--- src/rtl/core/gbd_pkg.sv ---
// Shared types and constants for the grid breadth-first distance unit.
// Used by gbd_ctrl, gbd_datapath and grid_bfs_distance_unit; no dependencies.
package gbd_pkg;

  // Default store dimensions
  localparam int MAX_ROWS_DEF = 64;
  localparam int MAX_COLS_DEF = 64;

  // Field and register widths
  localparam int DIST_W = 12;
  localparam int CFG_W  = 7;
  localparam int CFG_IDX_W = 1;

  localparam logic [CFG_W-1:0] ROWS_RST = 7'd64;
  localparam logic [CFG_W-1:0] COLS_RST = 7'd64;

  // Input word kinds
  typedef enum logic [1:0] {
    KIND_LOAD  = 2'd0,
    KIND_RUN   = 2'd1,
    KIND_QUERY = 2'd2
  } kind_t;

  // Configuration register indexes
  typedef enum logic [CFG_IDX_W-1:0] {
    REG_ROWS = 1'b0,
    REG_COLS = 1'b1
  } reg_idx_t;

  // Neighbor order: east, south, west, north
  typedef enum logic [1:0] {
    DIR_EAST  = 2'd0,
    DIR_SOUTH = 2'd1,
    DIR_WEST  = 2'd2,
    DIR_NORTH = 2'd3
  } dir_t;

  // Controller states
  typedef enum logic [3:0] {
    S_IDLE,
    S_CLEAR,
    S_SEED,
    S_POP,
    S_FETCH,
    S_PROBE,
    S_CHECK,
    S_DONE,
    S_QREPLY
  } state_t;

  // Commands from controller to datapath
  typedef struct packed {
    logic load_wr;     // write wall bit of input cell
    logic run_start;   // latch source, reset sweep and queue pointers
    logic clear_step;  // clear one distance entry
    logic seed;        // mark source and push it
    logic pop_rd;      // read queue at head
    logic cur_load;    // capture popped cell
    logic probe_rd;    // read wall and distance at neighbor
    logic visit;       // mark neighbor and push it if free
    logic dir_next;    // advance neighbor direction
    logic query_rd;    // read distance at input cell
    logic query_out;   // present query word
    logic done_out;    // present run done word
  } cmd_t;

  // Status from datapath to controller
  typedef struct packed {
    logic clear_last;  // sweep at last entry
    logic src_in;      // source inside configured area
    logic q_empty;     // frontier queue empty
    logic nbr_in;      // current neighbor inside configured area
    logic dir_last;    // current direction is the last one
  } stat_t;

endpackage

--- src/rtl/core/gbd_ctrl.sv ---
// Controller state machine for the grid breadth-first distance unit.
// Depends on gbd_pkg (state, command and status types).
module gbd_ctrl (
  input  logic              clk,
  input  logic              rst,
  input  logic              start,
  input  logic [1:0]        kind,
  input  gbd_pkg::stat_t    stat,
  output logic              busy,
  output gbd_pkg::cmd_t     cmd
);

  gbd_pkg::state_t state, state_next;

  // State register
  always_ff @(posedge clk) begin
    if (rst) begin
      state <= gbd_pkg::S_IDLE;
    end else begin
      state <= state_next;
    end
  end

  // Next state
  always_comb begin
    state_next = state;
    unique case (state)
      gbd_pkg::S_IDLE: begin
        if (start) begin
          if (kind == gbd_pkg::KIND_RUN) state_next = gbd_pkg::S_CLEAR;
          else if (kind == gbd_pkg::KIND_QUERY) state_next = gbd_pkg::S_QREPLY;
        end
      end
      gbd_pkg::S_CLEAR: begin
        if (stat.clear_last) begin
          state_next = stat.src_in ? gbd_pkg::S_SEED : gbd_pkg::S_DONE;
        end
      end
      gbd_pkg::S_SEED:  state_next = gbd_pkg::S_POP;
      gbd_pkg::S_POP:   state_next = stat.q_empty ? gbd_pkg::S_DONE : gbd_pkg::S_FETCH;
      gbd_pkg::S_FETCH: state_next = gbd_pkg::S_PROBE;
      gbd_pkg::S_PROBE: begin
        if (stat.nbr_in) state_next = gbd_pkg::S_CHECK;
        else if (stat.dir_last) state_next = gbd_pkg::S_POP;
      end
      gbd_pkg::S_CHECK: begin
        state_next = stat.dir_last ? gbd_pkg::S_POP : gbd_pkg::S_PROBE;
      end
      gbd_pkg::S_DONE:   state_next = gbd_pkg::S_IDLE;
      gbd_pkg::S_QREPLY: state_next = gbd_pkg::S_IDLE;
      default:           state_next = gbd_pkg::S_IDLE;
    endcase
  end

  // Outputs
  always_comb begin
    cmd  = '0;
    busy = (state != gbd_pkg::S_IDLE);
    unique case (state)
      gbd_pkg::S_IDLE: begin
        if (start) begin
          cmd.load_wr   = (kind == gbd_pkg::KIND_LOAD);
          cmd.run_start = (kind == gbd_pkg::KIND_RUN);
          cmd.query_rd  = (kind == gbd_pkg::KIND_QUERY);
        end
      end
      gbd_pkg::S_CLEAR: cmd.clear_step = 1'b1;
      gbd_pkg::S_SEED:  cmd.seed = 1'b1;
      gbd_pkg::S_POP:   cmd.pop_rd = !stat.q_empty;
      gbd_pkg::S_FETCH: cmd.cur_load = 1'b1;
      gbd_pkg::S_PROBE: begin
        cmd.probe_rd = stat.nbr_in;
        cmd.dir_next = !stat.nbr_in && !stat.dir_last;
      end
      gbd_pkg::S_CHECK: begin
        cmd.visit    = 1'b1;
        cmd.dir_next = !stat.dir_last;
      end
      gbd_pkg::S_DONE:   cmd.done_out = 1'b1;
      gbd_pkg::S_QREPLY: cmd.query_out = 1'b1;
      default: ;
    endcase
  end

  // A check always follows the probe that issued its reads
  a_check_after_probe: assert property (@(posedge clk) disable iff (rst)
    state == gbd_pkg::S_CHECK |-> $past(state) == gbd_pkg::S_PROBE)
    else $error("check state not preceded by probe");

  // Clearing ends only toward seed or done
  a_clear_exit: assert property (@(posedge clk) disable iff (rst)
    (state == gbd_pkg::S_CLEAR && stat.clear_last) |=>
      (state == gbd_pkg::S_SEED || state == gbd_pkg::S_DONE))
    else $error("clear sweep left to a wrong state");

  // Load and unused-kind words are taken without leaving idle; a run word is not
  a_busy_after_run: assert property (@(posedge clk) disable iff (rst)
    cmd.run_start |=> busy)
    else $error("run accepted but unit not busy");

endmodule

--- config.mk ---
export PLATFORM = sky130hd
export DESIGN_NAME = gbd_ctrl
export DESIGN_NICKNAME = d
export VERILOG_FILES = /design/src/rtl/core/gbd_pkg.sv /design/src/rtl/core/gbd_ctrl.sv
export SDC_FILE = /design/constraint.sdc
export NUM_CORES = 1
export LEC_CHECK = 0
export BUFFER_PORTS_ARGS = -buffer_cell sky130_fd_sc_hd__buf_4
export CAP_MARGIN = 40
export CORE_MARGIN = 1
export CORE_UTILIZATION = 35
export CTS_BUF_LIST = sky130_fd_sc_hd__clkbuf_16
export DETAILED_ROUTE_END_ITERATION = 12
export SYNTH_ARGS = -nofsm -noshare
export SYNTH_HDL_FRONTEND = slang
export SYNTH_SLANG_ARGS = --single-unit
--- constraint.sdc ---
create_clock -name clk -period 2.3 [get_ports clk]
set_input_delay 0.23 -clock clk [delete_from_list [all_inputs] [get_ports clk]]
set_output_delay 0.23 -clock clk [all_outputs]
set_load 0.005 [all_outputs]
### Word-level counts from Yosys, hierarchy flattened

Cells that the tools add are included.

* eq/ne operators: 14
* multiplexer cells: 23
* reduce and logical (&&, ||, !) cells: 8

Operators with widths (number)
* one-hot mux 4 bit (7 select lines): 1
* 2-to-1 mux 4 bit: 6
* == test 4 x 3 -> 1 bit (second input constant): 4
* 2-to-1 mux 1 bit: 10
* == test 4 x 2 -> 1 bit (second input constant): 2
* 2-to-1 mux 2 bit: 3
* 2-to-1 mux 3 bit: 2
* != test 3 bit (second input constant): 2
* == test 4 x 1 -> 1 bit (second input constant): 1
* == test 4 bit (second input constant): 1
* zero test 4 bit: 1
* != test 2 bit (second input constant): 2
* AND reduction 4 bit: 1
* nonzero test 4 bit: 1
* zero test 1 bit: 3
* == test 2 x 1 -> 1 bit (second input constant): 1
* == test 2 bit (second input constant): 1
* zero test 2 bit: 1
* one-hot mux 1 bit (2 select lines): 1
* logical AND 1 bit: 1

* register bits: 4
* output and inout port bits: 13

### Logic depth before layout (Yosys ltp)

Gate-level depths: netlist of the first run.

* depth after elaboration: 5
* gate-level depth with buffers: 6
* depth with buffers taken out: 6

### Worst setup path before layout of the first run

No wires, ideal clock.

* path type: input to register
* start: input port kind[0]
* end: register state[0]
* arrival: 1.123 ns
* path slack: 1.090 ns
* stages: 6
* path buffers: 0
* cell sequence: inv_1 > ha_1 > nand2_1 > a2111oi_1 > o21ai_1 > o31ai_1

* word-level cells in the longest chain between the ends: 4

Ends and longest elaborated chain
* from (decl): line gbd_ctrl.sv:7 `input logic [1:0] kind,`
* == test 2 x 1 -> 1 bit: line gbd_ctrl.sv:30 `if (kind == gbd_pkg::KIND_RUN) state_next = gbd_pkg::S_CLEAR;`
* 2-to-1 mux 4 bit: line gbd_ctrl.sv:30
* 2-to-1 mux 4 bit: line gbd_ctrl.sv:29 `if (start) begin`
* one-hot mux 4 bit (7 select lines): line gbd_ctrl.sv:27 `unique case (state)`
* to (signal assigned): line gbd_ctrl.sv:18 `state <= gbd_pkg::S_IDLE;`
* to (signal assigned): line gbd_ctrl.sv:20 `state <= state_next;`
* to (decl): line gbd_ctrl.sv:13 `gbd_pkg::state_t state, state_next;`

Several ways; a longest one is shown, not always the timed one. The select of a mux whose other input is x is not followed.
A chain may end at the register's enable or synchronous reset.

==> results of run 1 <==
[power by group]
part	switching, uW	internal, uW	total [uW]
clock	44.5	222	266
combinational	29.9	34.6	64.4
sequential	8.53	72.6	81.2
total	82.9	329	412
[per-stage QoR]
step | instances | setup WS [ns]
floorplan | 67 | 1.09
global placement | 98 | 0.831
detailed placement | 98 | 0.846
CTS | 101 | 0.582
global route | 101 | 0.447
finish | 101 | 0.563
[cells in the final DEF (no fill, tap or decap), drive strengths merged]
cell type,Yosys,final
nor3,5,5
nand2,6,6
or3,1,1
o311ai,2,2
nor4,2,2
a31oi,1,1
inv,5,5
dfxtp,4,4
nand2b,2,2
and2,4,4
a21oi,3,3
o21ai,3,3
nor2,9,9
nand4,1,1
a2111oi,1,1
a211oi,2,2
o31ai,4,4
clkbuf,0,3
or2,1,1
ha,3,3
and3,3,3
buf,5,22
[cell families after synthesis]
logic type               Yosys count  synth area share (%)
AO/OA/AOI/OAI                     16                  24.8
AND/OR/NAND/NOR                   34                  37.2
adder cells (fa/ha/maj)            3                  8.27
flip-flops                         4                  17.6
buffers and inverters             10                  12.1
[per-layer routing]
layer  routed length (um)  part of all wire, %
met1                  601                   51
met2                  525                   45
met3                   52                  4.4
met4                    0                    0
met5                    0                    0
[area by class of cell]
cell class	count	area share, %
clock buffer	3	11.1
inverter	5	2.78
multi-input combinational	53	47.2
sequential	4	11.9
tap	14	2.59
timing repair buffer	22	24.4
[worst max-delay path, delay by kind of cell, from the launching register on]
family        cells  cell delay, ns
buf+inv           1            0.13
simple gates      3            0.52
flops             1            0.63
[final timing paths]
check                start  endpoint  cells past startpoint
hold reg to reg   state[3]  state[0]                      1
hold / removal         rst  state[1]                      2
setup / recovery  state[2]   cmd[10]                      4
setup reg to reg  state[2]  state[1]                      4
==> metrics.txt, run 1 <==
outcome=complete, no violations; pwr dens=609 nW/um^2; max reg flops=4; Final Hold Slack=0.228 ns; proportion of netlist area held by the largest area contributor=17.6%; CTS H-tree lvls=1; Multi-input gate area=319 sq um; CTS root buf=clkbuf_16; number of fill cells=114; Die Span Y=38.0 um; post-CTS setup buffers=0; cts repair resizes=0; clock latency on the worst-skew pair=0.22 ns; Yosys top cell by area=dfxtp_1; Reg area=80.1 sq um; data required time of the critical path=2.07 ns; #FFs+latches synth=4; dpl hpwl=871 um; number of synthesized flops with an enable pin=0; Final setup viols=0; f_max=0.576 GHz; Synth top cells by count=9 x nor2_1, 6 x nand2_1, 5 x nor3_1; Area contributors post-synth=dfxtp_1 18%, ha_1 8.3%, nor2_1 7.4%; I/O pin count=23; Site Rows=12; Area Overhead vs Synth=48.8%; most flop-heavy register=state; Area after DPL=601 sq um; most common cell in the synthesized netlist=nor2_1; r2r setup slk=0.86 ns; initial antenna violation count=0; Final Core Density=58.4%; clock skew=0.00135 ns; nets=102; crit end category=primary output; GPL Wtd Cong=0.727; synth unique cells=26; Total Power=412 uW; LEAKAGE=0.000307 uW; Slowest cell on crit path=dfxtp_1; Clk pin slew, worst setup/hold paths=0.03 ns; drt wl/cell=11.7 um; total wire length=1180 um; hold_buf cts=0; Slew Viols, Final=0; Finished Cell Area=676 sq um; gr usage total=17.4%; DIE AREA=1450 sq um; Worst Setup Start Kind=flip-flop; diodes inserted=0; slew margin rel.=66.0%; Final ANT Viol Nets=0; Tightest Pin Transition=0.509 ns; CP max FO=16; GRT Max-Usage Layer=met2; CP arrival=1.51 ns; first-pass GRT wire length=1860 um; Tcrit/Tclk final=75.5%; RSZ-0062 raised after global routing=no; Synth Warn #=0; CTS tree=yes; Mapped Cells=67; Mapped Nets=80; Post-synth top flop=dfxtp_1; Via density=5.35; drt pass-1 iters=4; GR met3 Demand/Resource=0.581%; Final Hold Fails=0; largest net degree at the start of global routing=17; CP Cell Sequence=nor2_1 > and3_1 > and2_1 > buf_4; Syn Std Cell Area=454 sq um; drt drc=0; total grt overflow=0; share of cells above drive strength 1=31.0%; HP Class=primary input to flip-flop; register area share after synthesis=17.6%; Syn Area/Cell=6.78 sq um; total CTS buffers=3; biggest regs=state (4); M2 GR Usage=28.4%; vias=540; VDD IR max=0.000195 V; max cap viols=0; Sink Count=4; DRT iter0 DRCs=14; Synth async-reset ratio=0%; Longest Clk Path Bufs=2; worst setup path class=flip-flop to primary output; area of the core=1160 sq um; CP max stage delay=0.63 ns; die width=38.0 um; Tmin final=1.74 ns; Sum Neg Setup Slack=0 ns; vias in the first global route=459; Starting Density=39.3%; Buffers on Ports=22; M1 GR Usage=23.3%
Note: power is estimated with default switching activity, not from simulation.
==> inputs of run 2 (changes only) <==
--- a/config.mk
+++ b/config.mk
@@ -11,6 +11,7 @@
 export CORE_UTILIZATION = 35
 export CTS_BUF_LIST = sky130_fd_sc_hd__clkbuf_16
 export DETAILED_ROUTE_END_ITERATION = 12
+export PLACE_DENSITY = 0.67
 export SYNTH_ARGS = -nofsm -noshare
 export SYNTH_HDL_FRONTEND = slang
 export SYNTH_SLANG_ARGS = --single-unit
==> constraint.sdc (replaced) <==
create_clock -name clk -period 1.5 [get_ports clk]
set_input_delay 0.15 -clock clk [delete_from_list [all_inputs] [get_ports clk]]
set_output_delay 0.15 -clock clk [all_outputs]
set_load 0.005 [all_outputs]
==> run 2 against run 1 <==
  * Cell count up 4.0%
  * Power up 58%
  * Clock power up 58%
  * Combinational power up 71%
  * Sequential cell count unchanged
  * Via count up 3.0%
  * Setup slack worse by 0.50 ns
  * First-iteration DRC count down 7.1%
  * Clock-buffer cell count unchanged
  * Die area unchanged
  * Critical path depth unchanged
  * Critical path type unchanged
  * Largest power group unchanged
==> metrics.txt, run 2 (synthesis gave the netlist of run 1 again) <==
outcome=complete, no violations; Tightest Pin Transition=0.338 ns; Starting Density=39.3%; CP max FO=9; Area Overhead vs Synth=56.7%; Sum Neg Setup Slack=0 ns; Multi-input gate area=319 sq um; CTS tree=yes; commonest cells after routing, fill and taps aside=25 x buf_4, 9 x nor2_1, 6 x nand2_1; DIE AREA=1450 sq um; crit path buf inv count=1; initial antenna violation count=0; Via density=5.30; RSZ-0062 raised after global routing=no; largest net degree at the start of global routing=15; max reg flops=4; GRT Max-Usage Layer=met2; gr usage total=19.0%; CP Cell Sequence=nor2_1 > and3_1 > and2_1 > buf_4; diodes inserted=0; Buffers on Ports=22; GPL Wtd Cong=0.804; Tcrit/Tclk final=95.7%; Slew Viols, Final=0; drt drc=0; drt wl/cell=11.8 um; Clk pin slew, worst setup/hold paths=0.03 ns; Site Rows=12; crit end category=primary output; dpl hpwl=944 um; max cap viols=0; M2 GR Usage=29.2%; Worst Setup Start Kind=flip-flop; f_max=0.696 GHz; CP max stage delay=0.36 ns; VDD IR max=0.000300 V; total wire length=1240 um; pre-CTS setup slack=0.198 ns; Crit path depth=4; Sink Count=4; slew margin rel.=77.1%; nets=106; Slowest cell on crit path=dfxtp_2; post-CTS setup buffers=0; Die Span Y=38.0 um; Longest Clk Path Bufs=2; die width=38.0 um; I/O pin count=23; worst setup path class=flip-flop to primary output; GR met3 Demand/Resource=3.49%; most flop-heavy register=state; number of fill cells=109; drt pass-1 iters=4; Final Hold Fails=0; Hold Crit Depth=2; most common cell after layout, fill and taps aside=buf_4; area of the core=1160 sq um; final setup margin=0.0638 ns; Final setup viols=0; CP arrival=1.29 ns; hold_buf cts=0; pwr dens=912 nW/um^2; CTS root buf=clkbuf_16; first-pass GRT wire length=1910 um; Reg area=82.6 sq um; Tmin final=1.44 ns; Final ANT Viol Nets=0; clock latency on the worst-skew pair=0.23 ns; total CTS buffers=3; total grt overflow=0; vias in the first global route=465; LEAKAGE=0.000331 uW; vias=556; data required time of the critical path=1.35 ns; Register-to-Register Path Depth=4; clock skew=0.00261 ns; CTS H-tree lvls=1; M1 GR Usage=24.4%; share of cells above drive strength 1=36.3%; Largest delay share family, worst path=simple AND/OR/NAND/NOR gates; DRT iter0 DRCs=13; HP Class=primary input to flip-flop; biggest regs=state (4)
==> run 2: cell count changes in the layout (fill, tap and decap cells not counted) <==
| cell | change |
|---|---|
| buf_4 | +3 |
| buf_6 | +1 |
| dfxtp_1 | -2 |
| dfxtp_2 | +2 |
==> run 2: path summary, 6_finish.rpt <==
kind	start	endpoint	slack, ns
max	state[3]	cmd[2]	0.06
max reg2reg	state[1]	state[0]	0.24
min reg2reg	state[3]	state[0]	0.57
min	rst	state[1]	0.13
==> run 2: where the power goes <==
part	internal (uW)	total [uW]	leakage, uW	switching [uW]
clock	341	419	0.0000370	78.6
sequential	112	120	0.0000334	7.79
combinational	57.1	110	0.000260	53.0
total	510	649	0.000331	139
==> run 2: routing by layer <==
metal / wire (um) / vias to the layer above
met4: 22 / 0
met2: 557 / 23
li1: - / 293
met5: 0 / -
met3: 69 / 3
met1: 589 / 237
==> run 2: final cells by class <==
type	instances	area share [%]
multi-input cells	53	44.8
clock buffers	3	10.5
flip-flops and latches	4	11.6
inverters	5	2.64
well taps	14	2.46
repair buffers	26	27.9
==> run 2: worst reg2reg max path, stage by stage, from the launching register on <==
cell	delay [ns]
dfxtp_2	0.36
buf_4	0.16
o311ai_1	0.27
o311ai_1	0.17
o31ai_1	0.22
==> run 2: per-stage QoR <==
step           cells  hold slack [ns]  utilization (%)  area, sq um  power (uW)
3_5_place_dp     102            0.371             54.5          631         229
2_1_floorplan     67            0.228                -          454         176
6_report         105            0.132             61.6          712         649
3_3_place_gp     102            0.370             54.5          631         228
4_1_cts          105            0.136             61.1          707         651
5_1_grt          105            0.149             61.6          712         668
==> run 2: what timing repair did <==
action / CTS / global route
endpoints found under the setup margin: 3 / 4
gates cloned: 0 / 0
hold endpoints to repair: 0 / 0
resized for setup: 1 / 2
pin swaps: 0 / 0
